$ cat src/rtl/optical_flow_dead_reckoning_unit_assert.svh
// assertion macros for the optical flow dead reckoning unit
// used by the top level only, no other dependencies
`ifndef OPTICAL_FLOW_DEAD_RECKONING_UNIT_ASSERT_SVH
`define OPTICAL_FLOW_DEAD_RECKONING_UNIT_ASSERT_SVH

// implication checked at every clock edge outside reset
`define OFDR_ASSERT_IMPL(label, pre, post) \
  label: assert property (@(posedge clk) disable iff (rst) (pre) |-> (post)) \
    else $error("assertion failed");

// implication checked in the cycle after the antecedent
`define OFDR_ASSERT_NEXT(label, pre, post) \
  label: assert property (@(posedge clk) disable iff (rst) (pre) |=> (post)) \
    else $error("assertion failed");

`endif

$ cat src/rtl/ofdr_pkg.sv
// shared types and constants for the optical flow dead reckoning unit
// no dependencies
package ofdr_pkg;

  localparam int CordicIter = 16;
  localparam int AngW = 32;
  localparam int CordW = 40;
  localparam int IterW = $clog2(CordicIter + 1);
  localparam int CfgIdxW = 1;
  localparam int CfgDataW = 16;

  localparam logic [CfgIdxW-1:0] CFG_LEVER_ARM = 1'b0;
  localparam logic [CfgIdxW-1:0] CFG_CM_PER_COUNT = 1'b1;

  localparam logic [11:0] LeverArmReset = 12'd640;
  localparam logic [15:0] CmPerCountReset = 16'd666;
  localparam logic signed [CordW-1:0] CordicGain = 40'sd652032874;

  typedef enum logic [2:0] {
    ST_IDLE,
    ST_VEC,
    ST_ROT,
    ST_MUL,
    ST_DONE
  } state_t;

  typedef struct packed {
    logic start;
    logic vector_mode;
  } cordic_ctl_t;

  // binary angle arctangent table, 2^32 = 2 pi
  function automatic logic [AngW-1:0] atan_entry(input logic [4:0] i);
    case (i)
      5'd0: atan_entry = 32'd536870912;
      5'd1: atan_entry = 32'd316933406;
      5'd2: atan_entry = 32'd167458907;
      5'd3: atan_entry = 32'd85004756;
      5'd4: atan_entry = 32'd42667331;
      5'd5: atan_entry = 32'd21354465;
      5'd6: atan_entry = 32'd10679838;
      5'd7: atan_entry = 32'd5340245;
      5'd8: atan_entry = 32'd2670163;
      5'd9: atan_entry = 32'd1335087;
      5'd10: atan_entry = 32'd667544;
      5'd11: atan_entry = 32'd333772;
      5'd12: atan_entry = 32'd166886;
      5'd13: atan_entry = 32'd83443;
      5'd14: atan_entry = 32'd41722;
      5'd15: atan_entry = 32'd20861;
      5'd16: atan_entry = 32'd10430;
      5'd17: atan_entry = 32'd5215;
      5'd18: atan_entry = 32'd2608;
      5'd19: atan_entry = 32'd1304;
      5'd20: atan_entry = 32'd652;
      5'd21: atan_entry = 32'd326;
      5'd22: atan_entry = 32'd163;
      5'd23: atan_entry = 32'd81;
      default: atan_entry = '0;
    endcase
  endfunction

endpackage

$ cat src/rtl/ofdr_if.sv
// valid/ready channel interfaces for the dead reckoning unit
// no dependencies
interface ofdr_req_if;
  logic valid;
  logic ready;
  logic req_type;
  logic signed [7:0] delta_lateral;
  logic signed [7:0] delta_forward;
  modport source (output valid, req_type, delta_lateral, delta_forward, input ready);
  modport sink (input valid, req_type, delta_lateral, delta_forward, output ready);
endinterface

interface ofdr_res_if;
  logic valid;
  logic ready;
  logic signed [31:0] x_out;
  logic signed [31:0] y_out;
  logic signed [15:0] heading_out;
  modport source (output valid, x_out, y_out, heading_out, input ready);
  modport sink (input valid, x_out, y_out, heading_out, output ready);
endinterface

$ cat src/rtl/ofdr_cordic.sv
// iterative cordic, one micro-rotation per cycle, vectoring or rotation mode
// depends on ofdr_pkg
module ofdr_cordic import ofdr_pkg::*; (
  input  logic                    clk,
  input  logic                    rst,
  input  cordic_ctl_t             ctl,
  input  logic signed [CordW-1:0] x_init,
  input  logic signed [CordW-1:0] y_init,
  input  logic signed [AngW-1:0]  z_init,
  output logic                    busy,
  output logic signed [CordW-1:0] x_res,
  output logic signed [CordW-1:0] y_res,
  output logic signed [AngW-1:0]  z_res
);
  logic signed [CordW-1:0] x, y, xs, ys;
  logic signed [AngW-1:0] z, ang;
  logic [IterW-1:0] iter;
  logic vec, go_pos;

  // shifted terms and direction for this step
  always_comb begin
    xs = x >>> iter;
    ys = y >>> iter;
    ang = signed'(atan_entry(5'(iter)));
    go_pos = vec ? (y > 0) : (z >= 0);
  end

  // control
  always_ff @(posedge clk) begin
    if (rst) begin
      busy <= 1'b0;
      iter <= '0;
    end else if (ctl.start) begin
      busy <= 1'b1;
      iter <= '0;
    end else if (busy) begin
      if (iter == IterW'(CordicIter - 1)) busy <= 1'b0;
      iter <= iter + 1'b1;
    end
  end

  // datapath
  always_ff @(posedge clk) begin
    if (ctl.start) begin
      x <= x_init;
      y <= y_init;
      z <= z_init;
      vec <= ctl.vector_mode;
    end else if (busy) begin
      if (go_pos == vec) begin
        x <= x + ys;
        y <= y - xs;
      end else begin
        x <= x - ys;
        y <= y + xs;
      end
      z <= go_pos ? z - (vec ? -ang : ang) : z + (vec ? -ang : ang);
    end
  end

  assign x_res = x;
  assign y_res = y;
  assign z_res = z;
endmodule

$ cat src/rtl/optical_flow_dead_reckoning_unit.sv
// Dead reckoning unit: each motion transaction runs a vectoring CORDIC pass
// for the turn angle, a rotation CORDIC pass for sin/cos and a shift-add
// multiplier (one bit of cm_per_count a cycle) for both position steps,
// stepping through ST_VEC, ST_ROT, ST_MUL and ST_DONE in that order; a clear
// transaction goes from idle straight to the done state. The next
// transaction is accepted only once the state is back in idle. One item is in
// flight at a time; the result register frees the input side, and a finished
// item waits in the done state while an earlier result is still unread.
// depends on ofdr_pkg, ofdr_if, ofdr_cordic, optical_flow_dead_reckoning_unit_assert.svh
`include "optical_flow_dead_reckoning_unit_assert.svh"
module optical_flow_dead_reckoning_unit import ofdr_pkg::*; (
  input  logic                clk,
  input  logic                rst,
  input  logic                cfg_we,
  input  logic [CfgIdxW-1:0]  cfg_index,
  input  logic [CfgDataW-1:0] cfg_data,
  ofdr_req_if.sink            req,
  ofdr_res_if.source          res
);
  state_t state, state_next;
  logic [11:0] lever_arm;
  logic [15:0] cm_per_count;
  logic [15:0] heading;
  logic [15:0] head_r;
  logic [31:0] x_acc, y_acc;
  logic signed [7:0] lat, fwd;
  logic clear_req;
  cordic_ctl_t cctl;
  logic cbusy, cbusy_d;
  logic signed [CordW-1:0] cx, cy, cx_init, cy_init;
  logic signed [AngW-1:0] cz, cz_init;
  logic [4:0] mcnt;
  logic signed [63:0] sx, sy, px, py;
  logic [15:0] mshift;
  logic out_valid;
  logic [31:0] turn;
  logic [15:0] head_new;
  logic [31:0] t_ang, t_fl;
  logic flip;
  logic flip_r;
  logic signed [CordW-1:0] s_sel, c_sel;

  assign req.ready = (state == ST_IDLE);
  wire acc_in = req.valid && req.ready;
  wire cdone = cbusy_d && !cbusy;
  wire done_go = (state == ST_DONE) && (!out_valid || res.ready);

  // configuration registers
  always_ff @(posedge clk) begin
    if (rst) begin
      lever_arm <= LeverArmReset;
      cm_per_count <= CmPerCountReset;
    end else if (cfg_we) begin
      case (cfg_index)
        CFG_LEVER_ARM: lever_arm <= cfg_data[11:0];
        CFG_CM_PER_COUNT: cm_per_count <= cfg_data;
        default: ;
      endcase
    end
  end

  // next state
  always_comb begin
    state_next = state;
    case (state)
      ST_IDLE: if (acc_in) state_next = req.req_type ? ST_DONE : ST_VEC;
      ST_VEC: if (cdone) state_next = ST_ROT;
      ST_ROT: if (cdone) state_next = ST_MUL;
      ST_MUL: if (mcnt == 5'd15) state_next = ST_DONE;
      ST_DONE: if (done_go) state_next = ST_IDLE;
      default: state_next = ST_IDLE;
    endcase
  end

  // rounded turn and new heading, rotation start angle with half-turn fold
  always_comb begin
    turn = 32'(cz + 32'sd32768);
    head_new = (lat == 8'sd0) ? heading : heading - turn[31:16];
    t_ang = {head_new, 16'h0};
    flip = (t_ang >= 32'h4000_0000) && (t_ang < 32'hC000_0000);
    t_fl = flip ? t_ang + 32'h8000_0000 : t_ang;
  end

  // cordic start controls
  always_comb begin
    cctl.start = 1'b0;
    cctl.vector_mode = 1'b1;
    cx_init = CordW'(signed'({1'b0, lever_arm})) <<< 16;
    cy_init = CordW'(req.delta_lateral) <<< 16;
    cz_init = '0;
    case (state)
      ST_IDLE: cctl.start = acc_in && !req.req_type;
      ST_VEC: begin
        cctl.start = cdone;
        cctl.vector_mode = 1'b0;
        cx_init = CordicGain;
        cy_init = '0;
        cz_init = signed'(t_fl);
      end
      default: ;
    endcase
  end

  ofdr_cordic u_cordic (
    .clk(clk), .rst(rst), .ctl(cctl), .x_init(cx_init), .y_init(cy_init),
    .z_init(cz_init), .busy(cbusy), .x_res(cx), .y_res(cy), .z_res(cz)
  );

  always_ff @(posedge clk) begin
    if (rst) cbusy_d <= 1'b0;
    else cbusy_d <= cbusy || cctl.start;
  end

  assign s_sel = flip_r ? -cy : cy;
  assign c_sel = flip_r ? -cx : cx;

  // state, accumulators and bit-serial multiplier
  always_ff @(posedge clk) begin
    if (rst) begin
      state <= ST_IDLE;
      heading <= '0;
      x_acc <= '0;
      y_acc <= '0;
      out_valid <= 1'b0;
      mcnt <= '0;
    end else begin
      state <= state_next;
      if (done_go) out_valid <= 1'b1;
      else if (res.valid && res.ready) out_valid <= 1'b0;
      case (state)
        ST_IDLE: if (acc_in) begin
          lat <= req.delta_lateral;
          fwd <= req.delta_forward;
          clear_req <= req.req_type;
        end
        ST_VEC: if (cdone) begin
          head_r <= head_new;
          flip_r <= flip;
        end
        ST_ROT: if (cdone) begin
          sx <= 64'(s_sel) * 64'(fwd);
          sy <= 64'(c_sel) * 64'(fwd);
          px <= 64'sd536870912;
          py <= 64'sd536870912;
          mshift <= cm_per_count;
          mcnt <= '0;
        end
        ST_MUL: begin
          if (mshift[0]) begin
            px <= px + sx;
            py <= py + sy;
          end
          sx <= sx <<< 1;
          sy <= sy <<< 1;
          mshift <= mshift >> 1;
          mcnt <= mcnt + 1'b1;
        end
        ST_DONE: if (done_go) begin
          if (clear_req) begin
            heading <= '0;
            x_acc <= '0;
            y_acc <= '0;
          end else begin
            heading <= head_r;
            x_acc <= x_acc + 32'(px >>> 30);
            y_acc <= y_acc + 32'(py >>> 30);
          end
        end
        default: ;
      endcase
    end
  end

  assign res.valid = out_valid;
  assign res.x_out = x_acc;
  assign res.y_out = y_acc;
  assign res.heading_out = heading;

  `OFDR_ASSERT_IMPL(a_no_accept_busy, state != ST_IDLE, !req.ready)
  `OFDR_ASSERT_NEXT(a_done_valid, state == ST_DONE, res.valid)
  `OFDR_ASSERT_NEXT(a_valid_hold, res.valid && !res.ready, res.valid)
  `OFDR_ASSERT_NEXT(a_payload_hold, res.valid && !res.ready, $stable(res.x_out) && $stable(res.y_out) && $stable(res.heading_out))
endmodule
$ cat src/flat_wrapper.sv
// flat-port wrapper written by rule: the top's interface ports become plain ports
module optical_flow_dead_reckoning_unit_flat import ofdr_pkg::*;
  (clk, rst, cfg_we, cfg_index, cfg_data, req_valid, req_req_type, req_delta_lateral, req_delta_forward, req_ready, res_valid, res_x_out, res_y_out, res_heading_out, res_ready);
  ofdr_req_if req_i ();
  ofdr_res_if res_i ();
  input  logic clk;
  input  logic rst;
  input  logic cfg_we;
  input  logic [CfgIdxW-1:0] cfg_index;
  input  logic [CfgDataW-1:0] cfg_data;
  input wire logic [$bits(req_i.valid)-1:0] req_valid;
  input wire logic [$bits(req_i.req_type)-1:0] req_req_type;
  input wire logic [$bits(req_i.delta_lateral)-1:0] req_delta_lateral;
  input wire logic [$bits(req_i.delta_forward)-1:0] req_delta_forward;
  output wire logic [$bits(req_i.ready)-1:0] req_ready;
  output wire logic [$bits(res_i.valid)-1:0] res_valid;
  output wire logic [$bits(res_i.x_out)-1:0] res_x_out;
  output wire logic [$bits(res_i.y_out)-1:0] res_y_out;
  output wire logic [$bits(res_i.heading_out)-1:0] res_heading_out;
  input wire logic [$bits(res_i.ready)-1:0] res_ready;
  assign req_i.valid = req_valid;
  assign req_i.req_type = req_req_type;
  assign req_i.delta_lateral = req_delta_lateral;
  assign req_i.delta_forward = req_delta_forward;
  assign req_ready = req_i.ready;
  assign res_valid = res_i.valid;
  assign res_x_out = res_i.x_out;
  assign res_y_out = res_i.y_out;
  assign res_heading_out = res_i.heading_out;
  assign res_i.ready = res_ready;
  optical_flow_dead_reckoning_unit u_core (.clk(clk), .rst(rst), .cfg_we(cfg_we), .cfg_index(cfg_index), .cfg_data(cfg_data), .req(req_i), .res(res_i));
endmodule
$ cat config.mk
export PLATFORM = sky130hd
export DESIGN_NAME = optical_flow_dead_reckoning_unit_flat
export DESIGN_NICKNAME = d
export VERILOG_FILES = /design/src/rtl/ofdr_pkg.sv /design/src/rtl/ofdr_if.sv /design/src/rtl/ofdr_cordic.sv /design/src/rtl/optical_flow_dead_reckoning_unit.sv /design/src/flat_wrapper.sv
export VERILOG_INCLUDE_DIRS = /design/src /design/src/rtl
export SDC_FILE = /design/constraint.sdc
export NUM_CORES = 2
export LEC_CHECK = 0
export BUFFER_PORTS_ARGS = -buffer_cell sky130_fd_sc_hd__buf_4
export CAP_MARGIN = 20
export CELL_PAD_IN_SITES_DETAIL_PLACEMENT = 1
export CELL_PAD_IN_SITES_GLOBAL_PLACEMENT = 1
export CORE_MARGIN = 2
export CORE_UTILIZATION = 55
export CTS_CLUSTER_DIAMETER = 60
export DETAILED_ROUTE_END_ITERATION = 8
export PLACE_DENSITY_LB_ADDON = 0.12
export SYNTH_ARGS = -nofsm -noshare
export SYNTH_HDL_FRONTEND = slang
export SYNTH_HIERARCHICAL = 1
export SYNTH_SLANG_ARGS = --single-unit
export TNS_END_PERCENT = 1
$ cat constraint.sdc
create_clock -name clk -period 21.2 [get_ports clk]
set_clock_uncertainty 0.05 [all_clocks]
set_input_delay 1.06 -clock clk [delete_from_list [all_inputs] [get_ports clk]]
set_output_delay 1.06 -clock clk [all_outputs]
set_load 0.02 [all_outputs]
# --- Yosys cells after proc, flatten, opt, wreduce, memory -nomap -nowiden ---
# Memories as Yosys holds them, arrays and structs flattened. A register that Yosys moved wholly into a read port is not among the register bits.
# Cells that the tools add are included.
op_classes:
  n_addsub: 18
  mul: 2
  div_mod_pow: 0
  order_cmp: 4
  n_eq_ne: 13
  shift: 2
  n_mux: 50
  bitwise: 2
  reduce_logical: 26
op_table:
  columns: ["cell", "count"]
  rows:
  - ["64-bit case mux with 2 select lines", 4]
  - ["40-bit 2-to-1 mux", 9]
  - ["64-bit 2-to-1 mux", 5]
  - ["32-bit 2-to-1 mux", 8]
  - ["64-bit adder", 2]
  - ["32-bit adder", 3]
  - ["40-bit by 8-bit multiplier with 48-bit output", 2]
  - ["40-bit adder", 2]
  - ["40-bit negation", 2]
  - ["40-bit by 5-bit >>> shifter with 40-bit output", 2]
  - ["40-bit subtractor", 2]
  - ["16-bit 2-to-1 mux", 3]
  - ["40-bit by 1-bit > comparator with 1-bit output (second input constant)", 1]
  - ["32-bit by 17-bit adder with 32-bit output (second input constant)", 1]
  - ["32-bit adder (second input constant)", 1]
  - ["32-bit by 1-bit greater-or-equal comparator with 1-bit output (second input constant)", 1]
  - ["32-bit by 31-bit greater-or-equal comparator with 1-bit output (second input constant)", 1]
  - ["32-bit less-than comparator (second input constant)", 1]
  - ["32-bit negation", 1]
  - ["16-bit case mux with 2 select lines", 1]
  - ["32-bit subtractor", 1]
  - ["30-bit 2-to-1 mux", 1]
  - ["3-bit 2-to-1 mux", 6]
  - ["16-bit subtractor", 1]
  - ["other kinds (25)", 56]
totals:
  ff_bits: 543
  latch_bits: 0
  ramBits: 0
  rom_bits: 960
  wordCells: 143
  mem_count: 1
memory_table:
  columns: ["name", "words", "width", "read_ports", "rd_ports_with_merged_regs", "wr", "line", "text"]
  rows:
  - ["(name not given)", 32, 30, 1, 1, 0, "ofdr_pkg.sv:34", "case (i)"]

# --- Longest topological paths before layout ---
logic_depth:
  word_depth: 8
  depth_mapped: 31
  mapped_depth_nobuf: 30

# --- Cells and area by module ---
# The synthesis kept the hierarchy.
modules_own_cells:
  columns: ["mod", "instances", "cells_per_inst", "area_each_um2"]
  rows:
  - ["optical_flow_dead_reckoning_unit", 1, 5778, 50704.9]
  - ["ofdr_cordic", 1, 2561, 20927.6]

# --- Least setup slack after synthesis ---
# Ideal clock, no wire load.
synth_timing:
  path_type: "input port to flip-flop"
  from: "input port rst"
  to: "register u_core.px[0] (enable)"
  setup_ns: 0.759
  t_arrival_ns: 9.846
  slack_ns: 10.545
  stages: 3
  path_buffers: 2
  path_cell_list: "clkbuf_1 -> clkbuf_1 -> nor3_1"
synth_between:
  elab_chain_cells: 2
synth_lines:
  columns: ["element", "line", "text"]
  rows:
  - ["from (decl)", "flat_wrapper.sv:7", "input logic rst;"]
  - ["1-bit NOT (no line)", null, null]
  - ["4-bit AND reduction (no line)", null, null]
  - ["to (signal assigned)", "optical_flow_dead_reckoning_unit.sv:150", "px <= px + sx;"]
  - ["to (decl)", "optical_flow_dead_reckoning_unit.sv:33", "logic signed [63:0] sx, sy, px, py;"]
# No other way between the ends.
# A chain may end at the register's enable or synchronous reset.

# --- Worst setup path after layout ---
layout_timing:
  from: "register u_core.u_cordic.y[0] (netlist: u_core/u_cordic/y_res[0])"
  to: "register u_core.sx[59] (data pin)"
layout_between:
  elab_chain_cells: 5
layout_lines:
  columns: ["element", "line", "text"]
  rows:
  - ["from (decl)", "ofdr_cordic.sv:15", "logic signed [CordW-1:0] x, y, xs, ys;"]
  - ["from (signal assigned)", "ofdr_cordic.sv:46", "y <= y_init;"]
  - ["from (signal assigned)", "ofdr_cordic.sv:52", "y <= y - xs;"]
  - ["from (signal assigned)", "ofdr_cordic.sv:55", "y <= y + xs;"]
  - ["40-bit negation", "optical_flow_dead_reckoning_unit.sv:114", "assign s_sel = flip_r ? -cy : cy;"]
  - ["40-bit 2-to-1 mux (*)", "optical_flow_dead_reckoning_unit.sv:114", null]
  - ["40-bit by 8-bit multiplier with 48-bit output (*)", "optical_flow_dead_reckoning_unit.sv:141", "sx <= 64'(s_sel) * 64'(fwd);"]
  - ["64-bit 2-to-1 mux (*)", "optical_flow_dead_reckoning_unit.sv:140", "ST_ROT: if (cdone) begin"]
  - ["64-bit case mux with 2 select lines (*)", "optical_flow_dead_reckoning_unit.sv:130", "case (state)"]
  - ["to (signal assigned)", "optical_flow_dead_reckoning_unit.sv:141", null]
  - ["to (signal assigned)", "optical_flow_dead_reckoning_unit.sv:153", "sx <= sx <<< 1;"]
  - ["to (decl)", "optical_flow_dead_reckoning_unit.sv:33", null]
# Every way passes the cells marked *; elsewhere a longest branch is shown, timed or not. The select of a mux whose other input is x is not followed.

==> run_summary.xml <==
<?xml version="1.0" encoding="UTF-8"?>
<metrics>
  <group name="status">
    <metric name="outcome" unit="">completed</metric>
  </group>
  <group name="critical_path">
    <metric name="cp_num_buf_inv" unit="">5</metric>
    <metric name="worst_path_dominant_cell_family" unit="">simple AND/OR/NAND/NOR gates</metric>
    <metric name="slowest_stage" unit="">sky130_fd_sc_hd__nor2_1</metric>
    <metric name="worstPathMaxFanout" unit="">15</metric>
    <metric name="regToRegSetupSlack" unit="ps">12170</metric>
    <metric name="worstRegToRegCells" unit="">26</metric>
    <metric name="worst-endpoint-arrival" unit="ps">9570</metric>
    <metric name="worst_endpoint_required_time" unit="ps">21730</metric>
    <metric name="r2r-end" unit="">u_core/sx[59]</metric>
    <metric name="most_common_cell_type_on_the_critical_path" unit="">sky130_fd_sc_hd__inv_1</metric>
    <metric name="critical_path.endpoint_type" unit="">register</metric>
    <metric name="critPathKind" unit="">reg2reg</metric>
    <metric name="critical-path-max-stage-delay" unit="ps">770</metric>
    <metric name="crit-reg2reg-launch" unit="">u_core/u_cordic/y_res[0]</metric>
    <metric name="setup.worst_path.start_class" unit="">register</metric>
  </group>
  <group name="timing">
    <metric name="final_period_minus_worst_setup_slack" unit="ps">9030</metric>
    <metric name="max_slew.worst_pin.slew" unit="ps">1150</metric>
    <metric name="worst_slew_margin_rel" unit="%">23.1</metric>
    <metric name="fin_tns_setup" unit="ps">0</metric>
    <metric name="timing.final.crit_share" unit="%">42.6</metric>
    <metric name="setup_viol_count_final" unit="">0</metric>
    <metric name="report.final.slew_viol_count" unit="">0</metric>
    <metric name="maxClockFrequency" unit="MHz">111</metric>
    <metric name="report.final.hold_viol_count" unit="">0</metric>
    <metric name="rsz0062_at_grt" unit="">no</metric>
  </group>
  <group name="cells_and_area">
    <metric name="final_layout_size_suffix_gt1_share" unit="%">6.99</metric>
    <metric name="layout.cells.most_common" unit="">sky130_fd_sc_hd__inv_1</metric>
    <metric name="nNetsFinal" unit="">9345</metric>
    <metric name="layout.cells.most_common_list" unit="">sky130_fd_sc_hd__inv_1, sky130_fd_sc_hd__nand2_1, sky130_fd_sc_hd__a21oi_1</metric>
    <metric name="postLayoutCoreUtil" unit="%">59.5</metric>
    <metric name="areaGrowthSynthToFinish" unit="%">7.50</metric>
    <metric name="stdcell_count" unit="">10110</metric>
  </group>
  <group name="synth">
    <metric name="synth_largest_area_cell" unit="">sky130_fd_sc_hd__edfxtp_1</metric>
    <metric name="synthFlopType" unit="">sky130_fd_sc_hd__edfxtp_1</metric>
    <metric name="synth_area_per_cell" unit="µm²">8.59</metric>
    <metric name="synthXorXnorAreaFrac" unit="%">6.92</metric>
    <metric name="synth_edf_count" unit="">411</metric>
    <metric name="largest_family_of_logic_cells_by_synthesized_area" unit="">adder cells</metric>
    <metric name="synth_cell_types" unit="">109</metric>
    <metric name="async_reset_ff_share" unit="%">0</metric>
    <metric name="synth_seq_cells" unit="">565</metric>
    <metric name="synthCells" unit="">8339</metric>
    <metric name="synth-warning-count" unit="">6</metric>
    <metric name="netlist_area" unit="µm²">71600</metric>
    <metric name="synth.mux.area_fraction" unit="%">4.79</metric>
    <metric name="sequential_share_of_the_synthesized_area" unit="%">21.5</metric>
    <metric name="synth_top_area_cells" unit="">sky130_fd_sc_hd__edfxtp_1, sky130_fd_sc_hd__fa_1, sky130_fd_sc_hd__ha_1</metric>
    <metric name="synthAdderAreaFrac" unit="%">23.0</metric>
    <metric name="synth_compound_area_share" unit="%">17.8</metric>
    <metric name="synthDominantCellAreaShare" unit="%">17.2</metric>
    <metric name="synthSimpleGateAreaFrac" unit="%">19.8</metric>
  </group>
  <group name="detailed_routing">
    <metric name="detailed_route_vias_per_instance" unit="">6.32</metric>
    <metric name="routed_wirelength_normalized_by_instance_count" unit="µm">24.0</metric>
    <metric name="num_vias" unit="">63912</metric>
    <metric name="routed_wl" unit="µm">243000</metric>
    <metric name="tritonroute_pass_1_iters" unit="">8</metric>
    <metric name="drt_iter0_drc" unit="">4993</metric>
    <metric name="ant_nets" unit="">0</metric>
    <metric name="post-route-drc-count" unit="">0</metric>
  </group>
  <group name="worst_hold_path">
    <metric name="min_delay_path_depth" unit="">2</metric>
    <metric name="worst_hold_startpoint" unit="">u_core/lever_arm[2]</metric>
    <metric name="hold_end" unit="">u_core/lever_arm[2]</metric>
    <metric name="min_path_type" unit="">reg2reg</metric>
  </group>
  <group name="floorplan">
    <metric name="row_count" unit="">132</metric>
    <metric name="pin_count" unit="">121</metric>
    <metric name="die-height" unit="µm">365</metric>
    <metric name="start_util" unit="%">55.4</metric>
    <metric name="die-area" unit="µm²">133000</metric>
    <metric name="floorplan.core_area" unit="µm²">129000</metric>
    <metric name="floorplan.die.width" unit="µm">365</metric>
  </group>
  <group name="clock_network">
    <metric name="post-cts-setup-buffer-count" unit="">0</metric>
    <metric name="cts_tree" unit="">done</metric>
    <metric name="post_cts.resized_instances" unit="">0</metric>
    <metric name="numCtsBuffers" unit="">84</metric>
    <metric name="clk_root_buffer_cell" unit="">sky130_fd_sc_hd__clkbuf_16</metric>
    <metric name="cts_num_sinks" unit="">565</metric>
    <metric name="clk_path_buf_depth" unit="">3</metric>
    <metric name="clk-insertion-delay-late" unit="ps">720</metric>
    <metric name="htree_levels" unit="">3</metric>
    <metric name="postCtsHoldBufs" unit="">0</metric>
    <metric name="cts.reportedPaths.clkPinSlew" unit="ps">60</metric>
  </group>
  <group name="global_routing">
    <metric name="globalRouteTotalUtil" unit="%">36.1</metric>
    <metric name="antenna_found_initial" unit="">8</metric>
    <metric name="congestion_overflow_gr" unit="">0</metric>
    <metric name="grt_max_degree" unit="">152</metric>
    <metric name="global_route_wire_length_before_repair" unit="µm">381000</metric>
    <metric name="via_count_of_the_first_global_routing_pass" unit="">67752</metric>
  </group>
  <group name="place">
    <metric name="hpwl" unit="µm">186000</metric>
    <metric name="placed_cells" unit="">9942</metric>
    <metric name="place.gp.congestion" unit="">1.03</metric>
    <metric name="number_of_buffers_inserted_by_port_buffering" unit="">120</metric>
  </group>
  <group name="run">
    <metric name="drv.max_cap_violation_count" unit="">0</metric>
  </group>
</metrics>
==> cell usage after synthesis, types with 40 or more instances <==
cell,number
sky130_fd_sc_hd__edfxtp_1,411
sky130_fd_sc_hd__o21ai_0,457
sky130_fd_sc_hd__mux2_2,69
sky130_fd_sc_hd__xor2_1,307
sky130_fd_sc_hd__nor4_1,40
sky130_fd_sc_hd__nor2_1,584
sky130_fd_sc_hd__o21a_1,66
sky130_fd_sc_hd__o31ai_1,64
sky130_fd_sc_hd__mux2i_1,91
sky130_fd_sc_hd__ha_1,514
sky130_fd_sc_hd__nor3_1,129
sky130_fd_sc_hd__a21oi_1,581
sky130_fd_sc_hd__o211ai_1,49
sky130_fd_sc_hd__a31oi_1,79
sky130_fd_sc_hd__nand2b_1,107
sky130_fd_sc_hd__nand2_1,735
sky130_fd_sc_hd__xnor2_1,259
sky130_fd_sc_hd__a21o_1,236
sky130_fd_sc_hd__a211oi_1,70
sky130_fd_sc_hd__dfxtp_1,154
sky130_fd_sc_hd__mux4_2,77
sky130_fd_sc_hd__and2_1,163
sky130_fd_sc_hd__nand4_1,79
sky130_fd_sc_hd__nand3_1,129
sky130_fd_sc_hd__or3_1,47
sky130_fd_sc_hd__inv_1,759
sky130_fd_sc_hd__nor2b_1,553
sky130_fd_sc_hd__clkbuf_1,344
sky130_fd_sc_hd__fa_1,502
sky130_fd_sc_hd__and3_1,64
sky130_fd_sc_hd__o21bai_1,67
==> stage by stage <==
stage,area [µm²],hold WS (ps),setup slack [ps]
2_1_floorplan,71800,379,10550
3_3_place_gp,74100,389,12620
3_5_place_dp,74100,396,12270
4_1_cts,76900,403,12220
5_1_grt,77000,424,11690
6_report,77000,401,12170
==> cells by family (layout without fill, tap and decap cells) <==
family | count (synthesis) | in the layout
AOI/OAI and AO/OA | 2003 | 2003
xor gates and xnor gates | 566 | 566
adders and majority gates | 1016 | 1016
buffers and inverters | 1154 | 1126
DFF | 565 | 565
muxes | 238 | 238
other | 1 | 58
and+or+nand+nor | 2796 | 2796
==> metal layers <==
| layer | GRT usage, % | vias up | part of all wire [%] | wire, µm |
|---|---|---|---|---|
| met1 | 45.7 | 32258 | 41 | 99900 |
| met4 | 15.5 | 4 | 4.4 | 10800 |
| met3 | 4.96 | 575 | 6.2 | 15100 |
| li1 | - | 28897 | - | - |
| met2 | 61.5 | 2178 | 48 | 117000 |
| met5 | 0 | - | 0.012 | 30 |
==> layout make-up <==
class                           instances  area [µm²]
Inverter                              764        2870
Sequential cell                       565       15400
Fill cell                           15390       52300
Antenna cell                            8        20.0
Clock inverter                         60         647
Clock buffer                           96        2210
Tap cell                             1742        2180
Timing Repair Buffer                  206        1580
Multi-Input combinational cell       6669       52100
==> tightest hold or removal path, delay by kind of cell, from the launching register on <==
family	cells	cell delay (ps)
compound gates	1	50
flops	1	300
simple gates	1	50
==> state kept, by name, indices dropped and copies added (netlist names), 30 cells and up <==
| signal | cells |
|---|---|
| u_core/u_cordic/ang | 30 |
| u_core/res.x_out | 32 |
| u_core/u_cordic/z_res | 32 |
| u_core/u_cordic/y_res | 40 |
| u_core/res.y_out | 32 |
| u_core/sy | 62 |
| u_core/py | 62 |
| u_core/u_cordic/x_res | 40 |
| u_core/px | 62 |
| u_core/sx | 62 |
==> worst max-delay path by stage <==
stage	slack, ps	start	to	cells after the start
final	12170	u_core/u_cordic/y_res[0]	u_core/sx[59]	26
after CTS	12220	u_core/u_cordic/x_res[0]	u_core/sy[48]	28
after floorplan	10550	rst	u_core/px[0]	3
after detailed placement	12270	u_core/u_cordic/x_res[0]	u_core/sy[56]	28
after global routing	11690	u_core/u_cordic/x_res[0]	u_core/sy[48]	28
after global placement	12620	u_core/u_cordic/y_res[0]	u_core/sx[61]	26
Power is not shown: default switching activity piles up to over one toggle a cycle in this logic, so the estimate is an artifact.
